$ cat src/rtl/sha1md_pkg.sv
// Package: shared types, codes and round functions of the SHA-1 engine.
package sha1md_pkg;

    localparam logic [1:0] KIND_BYTE   = 2'd0;
    localparam logic [1:0] KIND_FINISH = 2'd1;
    localparam logic [1:0] KIND_START  = 2'd2;

    localparam logic [2:0] OP_NOP   = 3'd0;
    localparam logic [2:0] OP_LOAD  = 3'd1;
    localparam logic [2:0] OP_PADB  = 3'd2;
    localparam logic [2:0] OP_ROUND = 3'd3;
    localparam logic [2:0] OP_ADD   = 3'd4;
    localparam logic [2:0] OP_EMIT  = 3'd5;

    localparam logic [159:0] H_INIT = {32'h67452301, 32'hefcdab89, 32'h98badcfe,
                                       32'h10325476, 32'hc3d2e1f0};

    typedef struct packed {
        logic [2:0] op;
        logic [6:0] rnd;
        logic [7:0] pad;
    } t_core_ctl;

    function automatic logic [31:0] sha1md_k(input logic [6:0] rnd);
        logic [31:0] k;
        if (rnd < 7'd20)      k = 32'h5a827999;
        else if (rnd < 7'd40) k = 32'h6ed9eba1;
        else if (rnd < 7'd60) k = 32'h8f1bbcdc;
        else                  k = 32'hca62c1d6;
        return k;
    endfunction

    function automatic logic [31:0] sha1md_f(input logic [6:0] rnd, input logic [31:0] b,
                                             input logic [31:0] c, input logic [31:0] d);
        logic [31:0] f;
        if (rnd < 7'd20)      f = d ^ (b & (c ^ d));
        else if (rnd < 7'd40) f = b ^ c ^ d;
        else if (rnd < 7'd60) f = (b & c) | (b & d) | (c & d);
        else                  f = b ^ c ^ d;
        return f;
    endfunction

endpackage

$ cat src/rtl/sha1md_core.sv
// Compression datapath: schedule window, working words and hash words.
module sha1md_core (
    input  logic                  i_clk,
    input  sha1md_pkg::t_core_ctl i_ctl,
    input  logic [511:0]          i_blk,
    input  logic [159:0]          i_chain,
    output logic [31:0]           o_word,
    output logic [159:0]          o_hash
);
    import sha1md_pkg::*;

    logic [511:0] r_w;
    logic [31:0]  r_a, r_b, r_c, r_d, r_e;
    logic [31:0]  r_hw [5];
    logic [31:0]  wt, w_new, tmp, sum;

    assign wt    = r_w[511:480];
    assign w_new = {r_w[95:64] ^ r_w[255:224] ^ r_w[447:416] ^ r_w[511:480]};
    assign tmp   = {r_a[26:0], r_a[31:27]} + sha1md_f(i_ctl.rnd, r_b, r_c, r_d)
                   + r_e + wt + sha1md_k(i_ctl.rnd);
    assign sum   = r_hw[0] + r_a;

    always_ff @(posedge i_clk) begin
        case (i_ctl.op)
            OP_LOAD: begin
                r_w <= i_blk;
                r_a <= i_chain[159:128];
                r_b <= i_chain[127:96];
                r_c <= i_chain[95:64];
                r_d <= i_chain[63:32];
                r_e <= i_chain[31:0];
                for (int i = 0; i < 5; i++) begin
                    r_hw[i] <= i_chain[159 - 32 * i -: 32];
                end
            end
            OP_PADB: begin
                r_w <= {r_w[503:0], i_ctl.pad};
            end
            OP_ROUND: begin
                r_w <= {r_w[479:0], w_new[30:0], w_new[31]};
                r_e <= r_d;
                r_d <= r_c;
                r_c <= {r_b[1:0], r_b[31:2]};
                r_b <= r_a;
                r_a <= tmp;
            end
            OP_ADD: begin
                // hash words and working words rotate together; both end as the sums
                for (int i = 0; i < 4; i++) begin
                    r_hw[i] <= r_hw[i + 1];
                end
                r_hw[4] <= sum;
                r_a <= r_b;
                r_b <= r_c;
                r_c <= r_d;
                r_d <= r_e;
                r_e <= sum;
            end
            OP_EMIT: begin
                for (int i = 0; i < 4; i++) begin
                    r_hw[i] <= r_hw[i + 1];
                end
                r_hw[4] <= r_hw[0];
            end
            default: begin
            end
        endcase
    end

    assign o_word = r_hw[0];
    assign o_hash = {r_hw[0], r_hw[1], r_hw[2], r_hw[3], r_hw[4]};

endmodule

$ cat src/rtl/sha1_message_digest_top.sv
// Top level: SHA-1 engine taking one message byte per word, emitting five digest words.
//
// Message bytes are taken one per cycle while idle until a 64-byte block is complete;
// the word that completes a block starts its compression, which occupies the single
// round unit for all 80 rounds, then five chaining additions through one adder and a
// store of the chain, after which the next word is taken. A finish word pads into the
// schedule window at one byte per cycle (64 minus the pending byte count), compresses,
// and when 56 or more bytes were pending pads and compresses a second block; the five
// digest words then leave one per cycle through the output register as the sink accepts
// them, and the next word is taken once the last is in the output register. Start and
// unused kinds are taken without leaving idle.
// The chaining words, byte count and length are kept, so a message may continue after a
// finish. There is no clearing pass after reset.
module sha1_message_digest_top (
    input  logic        i_clk,
    input  logic        i_rst_n,
    input  logic        s_axis_tvalid,
    output logic        s_axis_tready,
    input  logic [7:0]  s_axis_tdata,   // [7:0] data_byte
    input  logic [1:0]  s_axis_tuser,   // [1:0] kind
    output logic        m_axis_tvalid,
    input  logic        m_axis_tready,
    output logic [31:0] m_axis_tdata,   // [31:0] digest_word
    output logic [2:0]  m_axis_tuser,   // [2:0] word_index
    output logic        m_axis_tlast
);
    import sha1md_pkg::*;

    localparam logic [2:0] S_IDLE  = 3'd0;
    localparam logic [2:0] S_PAD   = 3'd1;
    localparam logic [2:0] S_ROUND = 3'd2;
    localparam logic [2:0] S_ADD   = 3'd3;
    localparam logic [2:0] S_SAVE  = 3'd4;
    localparam logic [2:0] S_OUT   = 3'd5;

    logic [2:0]   r_state;
    logic [6:0]   r_cnt;
    logic [5:0]   r_fill;
    logic [60:0]  r_msg;
    logic [159:0] r_chain;
    logic [511:0] r_buf;
    logic [63:0]  r_len;
    logic [6:0]   r_pos;
    logic         r_fin, r_two, r_second;
    logic         r_ovalid;
    logic [31:0]  r_odata;
    logic [2:0]   r_oidx;

    t_core_ctl    ctl;
    logic [511:0] blk;
    logic [31:0]  core_word;
    logic [159:0] core_hash;
    logic         acc, out_free, last_blk, len_zone;
    logic [7:0]   pad_byte;
    logic [60:0]  len_bytes;

    assign acc       = s_axis_tvalid && s_axis_tready;
    assign out_free  = !r_ovalid || m_axis_tready;
    assign last_blk  = r_two ? r_pos[6] : 1'b1;
    assign len_zone  = last_blk && (r_pos[5:3] == 3'b111);
    assign pad_byte  = (r_pos == {1'b0, r_fill}) ? 8'h80 :
                       len_zone ? r_len[63:56] : 8'h00;
    assign len_bytes = r_msg + {55'd0, r_fill};
    assign blk       = (s_axis_tuser == KIND_BYTE) ? {r_buf[503:0], s_axis_tdata} : r_buf;

    always_comb begin
        ctl.op  = OP_NOP;
        ctl.rnd = r_cnt;
        ctl.pad = pad_byte;
        case (r_state)
            S_IDLE: begin
                if (acc && s_axis_tuser == KIND_BYTE && r_fill == 6'd63) begin
                    ctl.op = OP_LOAD;
                end else if (acc && s_axis_tuser == KIND_FINISH) begin
                    ctl.op = OP_LOAD;
                end
            end
            S_PAD:   ctl.op = OP_PADB;
            S_ROUND: ctl.op = OP_ROUND;
            S_ADD:   ctl.op = OP_ADD;
            S_OUT: begin
                if (out_free) begin
                    ctl.op = OP_EMIT;
                end
            end
            default: ctl.op = OP_NOP;
        endcase
    end

    sha1md_core u_core (
        .i_clk   (i_clk),
        .i_ctl   (ctl),
        .i_blk   (blk),
        .i_chain (r_chain),
        .o_word  (core_word),
        .o_hash  (core_hash)
    );

    always_ff @(posedge i_clk) begin
        if (!i_rst_n) begin
            r_state  <= S_IDLE;
            r_cnt    <= '0;
            r_fill   <= '0;
            r_msg    <= '0;
            r_chain  <= H_INIT;
            r_len    <= '0;
            r_pos    <= '0;
            r_fin    <= 1'b0;
            r_two    <= 1'b0;
            r_second <= 1'b0;
            r_ovalid <= 1'b0;
        end else begin
            if (r_ovalid && m_axis_tready && r_state != S_OUT) begin
                r_ovalid <= 1'b0;
            end
            case (r_state)
                S_IDLE: begin
                    if (acc) begin
                        case (s_axis_tuser)
                            KIND_BYTE: begin
                                r_buf <= {r_buf[503:0], s_axis_tdata};
                                if (r_fill == 6'd63) begin
                                    r_fill  <= '0;
                                    r_msg   <= r_msg + 61'd64;
                                    r_fin   <= 1'b0;
                                    r_cnt   <= '0;
                                    r_state <= S_ROUND;
                                end else begin
                                    r_fill <= r_fill + 6'd1;
                                end
                            end
                            KIND_FINISH: begin
                                r_len    <= {len_bytes, 3'b000};
                                r_pos    <= {1'b0, r_fill};
                                r_two    <= (r_fill[5:3] == 3'b111);
                                r_second <= 1'b0;
                                r_fin    <= 1'b1;
                                r_state  <= S_PAD;
                            end
                            KIND_START: begin
                                r_chain <= H_INIT;
                                r_fill  <= '0;
                                r_msg   <= '0;
                            end
                            default: begin
                            end
                        endcase
                    end
                end
                S_PAD: begin
                    r_pos <= r_pos + 7'd1;
                    if (len_zone) begin
                        r_len <= {r_len[55:0], 8'h00};
                    end
                    if (r_pos[5:0] == 6'd63) begin
                        r_cnt   <= '0;
                        r_state <= S_ROUND;
                    end
                end
                S_ROUND: begin
                    if (r_cnt == 7'd79) begin
                        r_cnt   <= '0;
                        r_state <= S_ADD;
                    end else begin
                        r_cnt <= r_cnt + 7'd1;
                    end
                end
                S_ADD: begin
                    if (r_cnt == 7'd4) begin
                        r_cnt <= '0;
                        if (!r_fin) begin
                            r_state <= S_SAVE;
                        end else if (r_two && !r_second) begin
                            r_second <= 1'b1;
                            r_state  <= S_PAD;
                        end else begin
                            r_state <= S_OUT;
                        end
                    end else begin
                        r_cnt <= r_cnt + 7'd1;
                    end
                end
                S_SAVE: begin
                    r_chain <= core_hash;
                    r_state <= S_IDLE;
                end
                S_OUT: begin
                    if (out_free) begin
                        r_odata  <= core_word;
                        r_oidx   <= r_cnt[2:0];
                        r_ovalid <= 1'b1;
                        if (r_cnt == 7'd4) begin
                            r_cnt   <= '0;
                            r_state <= S_IDLE;
                        end else begin
                            r_cnt <= r_cnt + 7'd1;
                        end
                    end
                end
                default: r_state <= S_IDLE;
            endcase
        end
    end

    assign s_axis_tready = (r_state == S_IDLE);
    assign m_axis_tvalid = r_ovalid;
    assign m_axis_tdata  = r_odata;
    assign m_axis_tuser  = r_oidx;
    assign m_axis_tlast  = (r_oidx == 3'd4);

endmodule

$ cat config.mk
export PLATFORM = sky130hd
export DESIGN_NAME = sha1_message_digest_top
export DESIGN_NICKNAME = d
export VERILOG_FILES = /design/src/rtl/sha1md_pkg.sv /design/src/rtl/sha1md_core.sv /design/src/rtl/sha1_message_digest_top.sv
export SDC_FILE = /design/constraint.sdc
export NUM_CORES = 2
export LEC_CHECK = 0
export BUFFER_PORTS_ARGS = -buffer_cell sky130_fd_sc_hd__buf_4
export CORE_ASPECT_RATIO = 0.8
export CORE_UTILIZATION = 40
export DETAILED_ROUTE_END_ITERATION = 8
export PLACE_DENSITY = 0.55
export SLEW_MARGIN = 20
export SYNTH_ARGS = -nofsm -noshare
export SYNTH_HDL_FRONTEND = slang
export SYNTH_HIERARCHICAL = 1
export SYNTH_SLANG_ARGS = --single-unit
$ cat constraint.sdc
create_clock -name i_clk -period 35.4 [get_ports i_clk]
set_clock_uncertainty 0.05 [all_clocks]
set_input_delay 1.77 -clock i_clk [delete_from_list [all_inputs] [get_ports i_clk]]
set_output_delay 1.77 -clock i_clk [all_outputs]
set_load 0.01 [all_outputs]
# ---- Word-level counts from Yosys, hierarchy flattened
# Memories as Yosys holds them, arrays and structs flattened.
# Index checks and enable logic that the tools add are counted.
dict set report classes {
  n_mux 80
  bitwise_logic 23
  magnitude_cmp 3
  add_sub_neg 10
  n_eq_ne 37
  n_reduce_logical 33
}
# operator count
set ops {}
lappend ops {{$pmux W512 S3} 1}
lappend ops {{$mux W512} 1}
lappend ops {{$mux W32} 15}
lappend ops {{$pmux W32 S3} 5}
lappend ops {{$mux W160} 2}
lappend ops {{$pmux W160 S2} 1}
lappend ops {{$xor A32 B32 Y32} 7}
lappend ops {{$mux W64} 3}
lappend ops {{$add A32 B32 Y32} 5}
lappend ops {{$and A32 B32 Y32} 4}
lappend ops {{$pmux W64 S2} 1}
lappend ops {{$pmux W61 S2} 1}
lappend ops {{$or A32 B32 Y32} 2}
lappend ops {{$mux W7} 9}
lappend ops {{$add A61 B6 Y61} 1}
lappend ops {{$add A61 B7 Y61 const B} 1}
lappend ops {{$mux W61} 1}
lappend ops {{$pmux W7 S5} 1}
lappend ops {{$mux W31} 1}
lappend ops {{$mux W3} 10}
lappend ops {{$pmux W3 S5} 2}
lappend ops {{$eq A3 B3 Y1 const B} 7}
lappend ops {{$mux W1} 18}
lappend ops {{$reduce_and A3 Y1} 6}
lappend ops {{35 further kinds} 81}
dict set report word_totals {
  reg_bits 1531
  input_bits 14
  n_memories 1
  output_inout_bits 38
  wordCells 207
  mem_bits_rw 160
}
# memory words word_bits rd rd_ports_with_merged_regs write_ports line_no
set memory_table {}
lappend memory_table {u_core.r_hw 5 32 5 0 5 sha1md_core.sv:14} ;# logic [31:0] r_hw [5];

# ---- Depth between registers and ports, before layout
dict set report logic_depth {
  ltp_word 11
  ltp_mapped 22
  mapped_depth_nobuf 21
}

# ---- By module
# Netlist, hierarchy kept.
# module cells_each seq_area_each_um2 instances area_each_um2
set by_module_without_submodules {}
lappend by_module_without_submodules {sha1md_core 4557 24984.0 1 48029.8}
lappend by_module_without_submodules {sha1_message_digest_top 3623 22491.6 1 34799.6}

# ---- Worst setup path before layout
# Ideal clock, no wire load.
dict set report synth_path {
  kind {input to register}
  start {input port s_axis_tvalid}
  end {register u_core.r_w[0] (enable)}
  slack_ps 9054
  required_time_ps 33952
  path_buffers 4
  arrival_ps 24899
  setup_ps 1398
  cell_stages 10
  cell_sequence {nor4b_2 -> nand2b_1 -> nor4_1 -> or3_1 -> clkbuf_1 -> clkbuf_1 -> clkbuf_1 -> clkbuf_1 -> nor2_1 -> nor2_1}
}
# item line_no
set synth_rtl {}
lappend synth_rtl {{from (decl)} sha1_message_digest_top.sv:17} ;# input logic s_axis_tvalid,
lappend synth_rtl {{to (signal assigned)} sha1md_core.sv:26} ;# r_w <= i_blk;
lappend synth_rtl {{to (signal assigned)} sha1md_core.sv:37} ;# r_w <= {r_w[503:0], i_ctl.pad};
lappend synth_rtl {{to (signal assigned)} sha1md_core.sv:40} ;# r_w <= {r_w[479:0], w_new[30:0], w_new[31]};
lappend synth_rtl {{to (decl)} sha1md_core.sv:12} ;# logic [511:0] r_w;

# ---- Worst setup path in the final report
dict set report layout_path {
  start {register r_cnt[4]}
  end {register u_core.r_a[31], data pin}
}
dict set report layout_between {
  elab_chain_cells 9
  word_cells_on_any_way 14
  cone_classes {add/sub (4); order compare (3); mux (7)}
}
# item line_no
set layout_rtl {}
lappend layout_rtl {{from (decl)} sha1_message_digest_top.sv:37} ;# logic [6:0] r_cnt;
lappend layout_rtl {{from (signal assigned)} sha1_message_digest_top.sv:165} ;# r_cnt <= r_cnt + 7'd1;
lappend layout_rtl {{from (signal assigned)} sha1_message_digest_top.sv:180} ;# r_cnt <= r_cnt + 7'd1;
lappend layout_rtl {{from (signal assigned)} sha1_message_digest_top.sv:196} ;# r_cnt <= r_cnt + 7'd1;
lappend layout_rtl {{$lt A7 B6 Y1} {sha1md_pkg.sv:28, sha1md_pkg.sv:38}}
lappend layout_rtl {{$mux W32} sha1md_pkg.sv:38} ;# else if (rnd < 7'd60) f = (b & c) | (b & d) | (c & d);
lappend layout_rtl {{$mux W32} sha1md_pkg.sv:37} ;# else if (rnd < 7'd40) f = b ^ c ^ d;
lappend layout_rtl {{$mux W32} sha1md_pkg.sv:36} ;# if (rnd < 7'd20) f = d ^ (b & (c ^ d));
lappend layout_rtl {{$add A32 B32 Y32} sha1md_core.sv:19} ;# assign tmp = {r_a[26:0], r_a[31:27]} + sha1md_f(i_ctl.rnd, r_b, r_c, r_d)
lappend layout_rtl {{$add A32 B32 Y32 (2 in series)} sha1md_core.sv:20} ;# + r_e + wt + sha1md_k(i_ctl.rnd);
lappend layout_rtl {{$add A32 B32 Y32 (*)} sha1md_core.sv:20}
lappend layout_rtl {{$pmux W32 S3 (*)} sha1md_core.sv:24} ;# case (i_ctl.op)
lappend layout_rtl {{to (signal assigned)} sha1md_core.sv:27} ;# r_a <= i_chain[159:128];
lappend layout_rtl {{to (signal assigned)} sha1md_core.sv:45} ;# r_a <= tmp;
lappend layout_rtl {{to (signal assigned)} sha1md_core.sv:53} ;# r_a <= r_b;
lappend layout_rtl {{to (decl)} sha1md_core.sv:13} ;# logic [31:0] r_a, r_b, r_c, r_d, r_e;
# Mark *: on every way between the ends. The rest lies on a longest branch, timed or not.
# A chain may end at the register's enable or synchronous reset.

==> flow_summary.toml <==
[critical_path]
path_cells = "a41oi_2, nand2_1, inv_1, buf_4, nor2_2, buf_4, a221o_1, fa_1, inv_1, fa_1, inv_1, fa_1, a211oi_1, o21ai_0, a221oi_2, nor2_1, or3_1, a21oi_1, o31ai_1, xnor2_1, o21ai_1"
cp-start-kind = "flip-flop"
required_ps = 35900
critPathKind = "flip-flop to flip-flop"
crit_path_end_kind = "flip-flop"
cp.arrival_ps = 7140
slowest_delay_ps = 580
cp_slowest_cell = "a41oi_2"
crit_fanout = 18

[yosys]
syn_area_mm2 = 0.0828
yosysWarningCount = 6
syn_nets = 8387
async_flop_share_pct = 0
yosysSeqAreaShare_pct = 57.3
syn_avg_cell_area_um2 = 10.1
synth-edff-count = 1379
synth_top_area_cell = "edfxtp_1"
ys_seq_elements = 1682
synthDominantCellAreaShare_pct = 50.0
ys_types = 95
synth_area_leaders = "edfxtp_1, nand2_1, dfxtp_1, mux2i_1, o21ai_0"
synth_cells = 8180
ys.flop_type = "edfxtp_1"

[worst_hold_path]
hp-class = "flip-flop to flip-flop"

[power_and_ir_drop]
p_per_area_mw_per_mm2 = 102
pwr-share-seq_pct = 38.4
switching_share_pct = 40.8
internal_power_uw = 5520
p_leak_uw = 0.0344
p_clk_share_pct = 19.8
switchingPower_uw = 3800
p_comb_share_pct = 41.8
ir_drop_mv = 0.101

[global_routing]
grt_usage_pct = 20.3
antenna_found_initial = 2
grt_pass1_vias = 56100
grt_start_max_net_pins = 255
grt_pass1_wl_um = 337000
grt-ovfl-total = 0
grt.met1_usage_pct = 31.1
busiest_layer = "met1"
grtUsageMet2_pct = 29.7
use_met3_pct = 3.25

[route]
route.vias.total = 58600
vias_per_cell = 5.42
ant_nets = 0
wl_per_cell_um = 19.9
drc = 0
dr.pass1.iters = 7
drt_first_iter_violations = 5663
wl_um = 216000

[clocking]
clkTransAtPathRegs_ps = 70
ctsHoldBuffers = 0
tritoncts = "yes"
cts_sinks = 1682
cts-root-buf = "clkbuf_16"
clock_latency_ps = 830
cts_max_level = 4
cts-resized-gates = 0
cts_made_buffers = 177
cts_setup_buffers = 0
cts_max_path_buffers = 3

[final_layout]
synthToLayoutAreaGrowth_pct = 9.77
nFillCells = 19500
finalNetCount = 8140
antenna_cells = 0
layoutNonFillerInstCount = 10800
drive_gt1_share_pct = 5.58

[timing]
drv_slew = 39
hold_viol = 0
finalCritPeriodShare_pct = 18.8
grt_setup_unrepaired = "no"
setup_violations = 0
slew_headroom_pct = -3.67
tns_ps = 0
period_needed_ps = 6650
max_freq_ghz = 0.150
worstMarginPinSlew_ps = 1560

[placement]
dp_hpwl_um = 135000
io_buffers = 51
gp_congestion = 0.902
placedCellCount = 10500

[floorplanning]
core-area_mm2 = 0.206
die-area_mm2 = 0.209
initial_core_util_pct = 40.2
io_pins = 52
die_w_um = 511
die_h_um = 409
rows = 149

[status]
violations = "max-slew violations"
status = "complete, but fails checks"

[flow_run]
drv_cap = 0
[through the flow]
step | utilization, % | total power, uW | area (um2) | hold slack, ps | setup WS (ps)
final | 44.1 | 9320 | 90900 | 426 | 28750
after global routing | 44.1 | 9920 | 90900 | 451 | 28480
after CTS | 44.1 | 9360 | 90900 | 432 | 28460
after detailed placement | 41.3 | 7470 | 85200 | 423 | 28250
after global placement | 41.3 | 7440 | 85200 | 414 | 28430
after floorplan | - | 6830 | 82800 | 387 | 9050
[logic make-up (layout without fill, tap and decap cells)]
family / Yosys count / count (layout) / share of synthesized area, %
muxes: 517 / 517 / 6.26
buffers and inverters: 740 / 645 / 3.62
and+or+nand+nor: 3535 / 3535 / 17.0
adders and majority gates: 193 / 193 / 4.01
xor gates and xnor gates: 171 / 171 / 1.82
AOI/OAI and AO/OA: 1342 / 1342 / 10.0
DFF: 1682 / 1682 / 57.3
[synthesized netlist by cell type, types with 9 or more instances]
library cell,count
inv_1,190
o31ai_1,39
nand4_1,23
a21o_1,27
or3_1,14
o21ai_0,608
edfxtp_1,1379
ha_1,72
and4_1,9
nand3_1,69
a311oi_1,55
nor3b_1,10
and2_1,19
xnor2_1,129
o22ai_1,100
buf_4,33
buf_2,41
fa_1,121
dfxtp_1,303
nor2_1,305
mux2i_1,509
nand2b_1,19
or4_1,34
nand2_1,2946
xor2_1,41
o21ai_1,10
a22oi_1,237
clkbuf_1,461
o21a_1,9
a221oi_1,11
a211oi_1,13
nor3_1,20
buf_1,9
and3_1,22
a221o_1,19
a21oi_1,147
[flip-flops by register name (all words and copies together), names as in the netlist]
signal,count
u_core/r_e,32
m_axis_tdata,32
u_core/r_a,32
r_fill,6
r_second,1
r_msg,55
r_len,61
r_pos,7
u_core/r_w,512
r_fin,1
m_axis_tvalid,1
r_two,1
u_core/r_b,32
r_cnt,7
r_state,3
u_core/r_c,32
r_buf,512
m_axis_tuser,3
u_core/r_hw,160
u_core/r_d,32
r_chain,160
[routing by layer]
layer / share of wire, % / vias up
met4: 1.9 / 0
li1: - / 28000
met2: 43 / 1467
met5: 0 / -
met1: 50 / 28900
met3: 5.5 / 266
[cells in the final DEF, fill, tap and decap left out, types with 17 or more instances in the layout]
cell type  Yosys  layout
clkinv_1       0      32
xnor2_1      129     129
nand3_1       69      69
a21oi_1      147     147
nor2_1       305     296
nor3_1        20      19
a221o_1       19      19
xor2_1        41      41
inv_1        190     188
clkbuf_8       1      21
o22ai_1      100     100
fa_1         121     121
a311oi_1      55      55
and2_1        19      19
and3_1        22      22
mux2i_1      509     509
a22oi_1      237     237
clkbuf_16      0     179
dfxtp_1      303     303
clkbuf_1     461      42
nand4_1       23      23
ha_1          72      72
a21o_1        27      27
clkinv_2       0      26
nand2_1     2946    2945
or4_1         34      34
buf_4         33     111
edfxtp_1    1379    1379
o31ai_1       39      39
o21ai_0      608     607
nand2b_1      19      17
[power groups by stage]
stage | clock [uW] | combinational (uW) | sequential (uW)
floorplan | 0 | 2900 | 3930
global placement | 0 | 3830 | 3600
detailed placement | 0 | 3870 | 3610
CTS | 1900 | 3890 | 3570
global route | 1970 | 4320 | 3630
finish | 1850 | 3900 | 3570
[worst max-delay path: cells and delay by family (launching register included)]
family | cells | cell delay, ps
compound gates | 8 | 2510
flops | 1 | 390
simple gates | 4 | 880
xor+xnor | 1 | 170
fa+ha+maj | 3 | 1480
buf+inv | 5 | 870
[worst paths after layout]
kind,from,endpoint,slack (ps),depth (start not counted)
worst max-delay path,r_cnt[4]$_SDFFE_PN0P_,u_core/r_a[31]$_DFFE_PP_,28750,21
worst min-delay path,r_len[49]$_SDFFE_PN0P_,r_len[57]$_SDFFE_PN0P_,430,2
worst max register to register,r_cnt[4]$_SDFFE_PN0P_,u_core/r_a[31]$_DFFE_PP_,28750,21
worst min register to register,r_len[49]$_SDFFE_PN0P_,r_len[57]$_SDFFE_PN0P_,430,2
[cell type report]
| class | instances | area, um2 | share of cell area, % |
|---|---|---|---|
| inverter | 190 | 718 | 0.790 |
| tap | 2718 | 3400 | 3.74 |
| clock inverter | 89 | 769 | 0.846 |
| multi-input combinational | 5758 | 32500 | 35.8 |
| sequential | 1682 | 47500 | 52.2 |
| clock buffer | 242 | 4930 | 5.42 |
| timing repair buffer | 124 | 1100 | 1.21 |
Power figures use the tool's default switching activity.
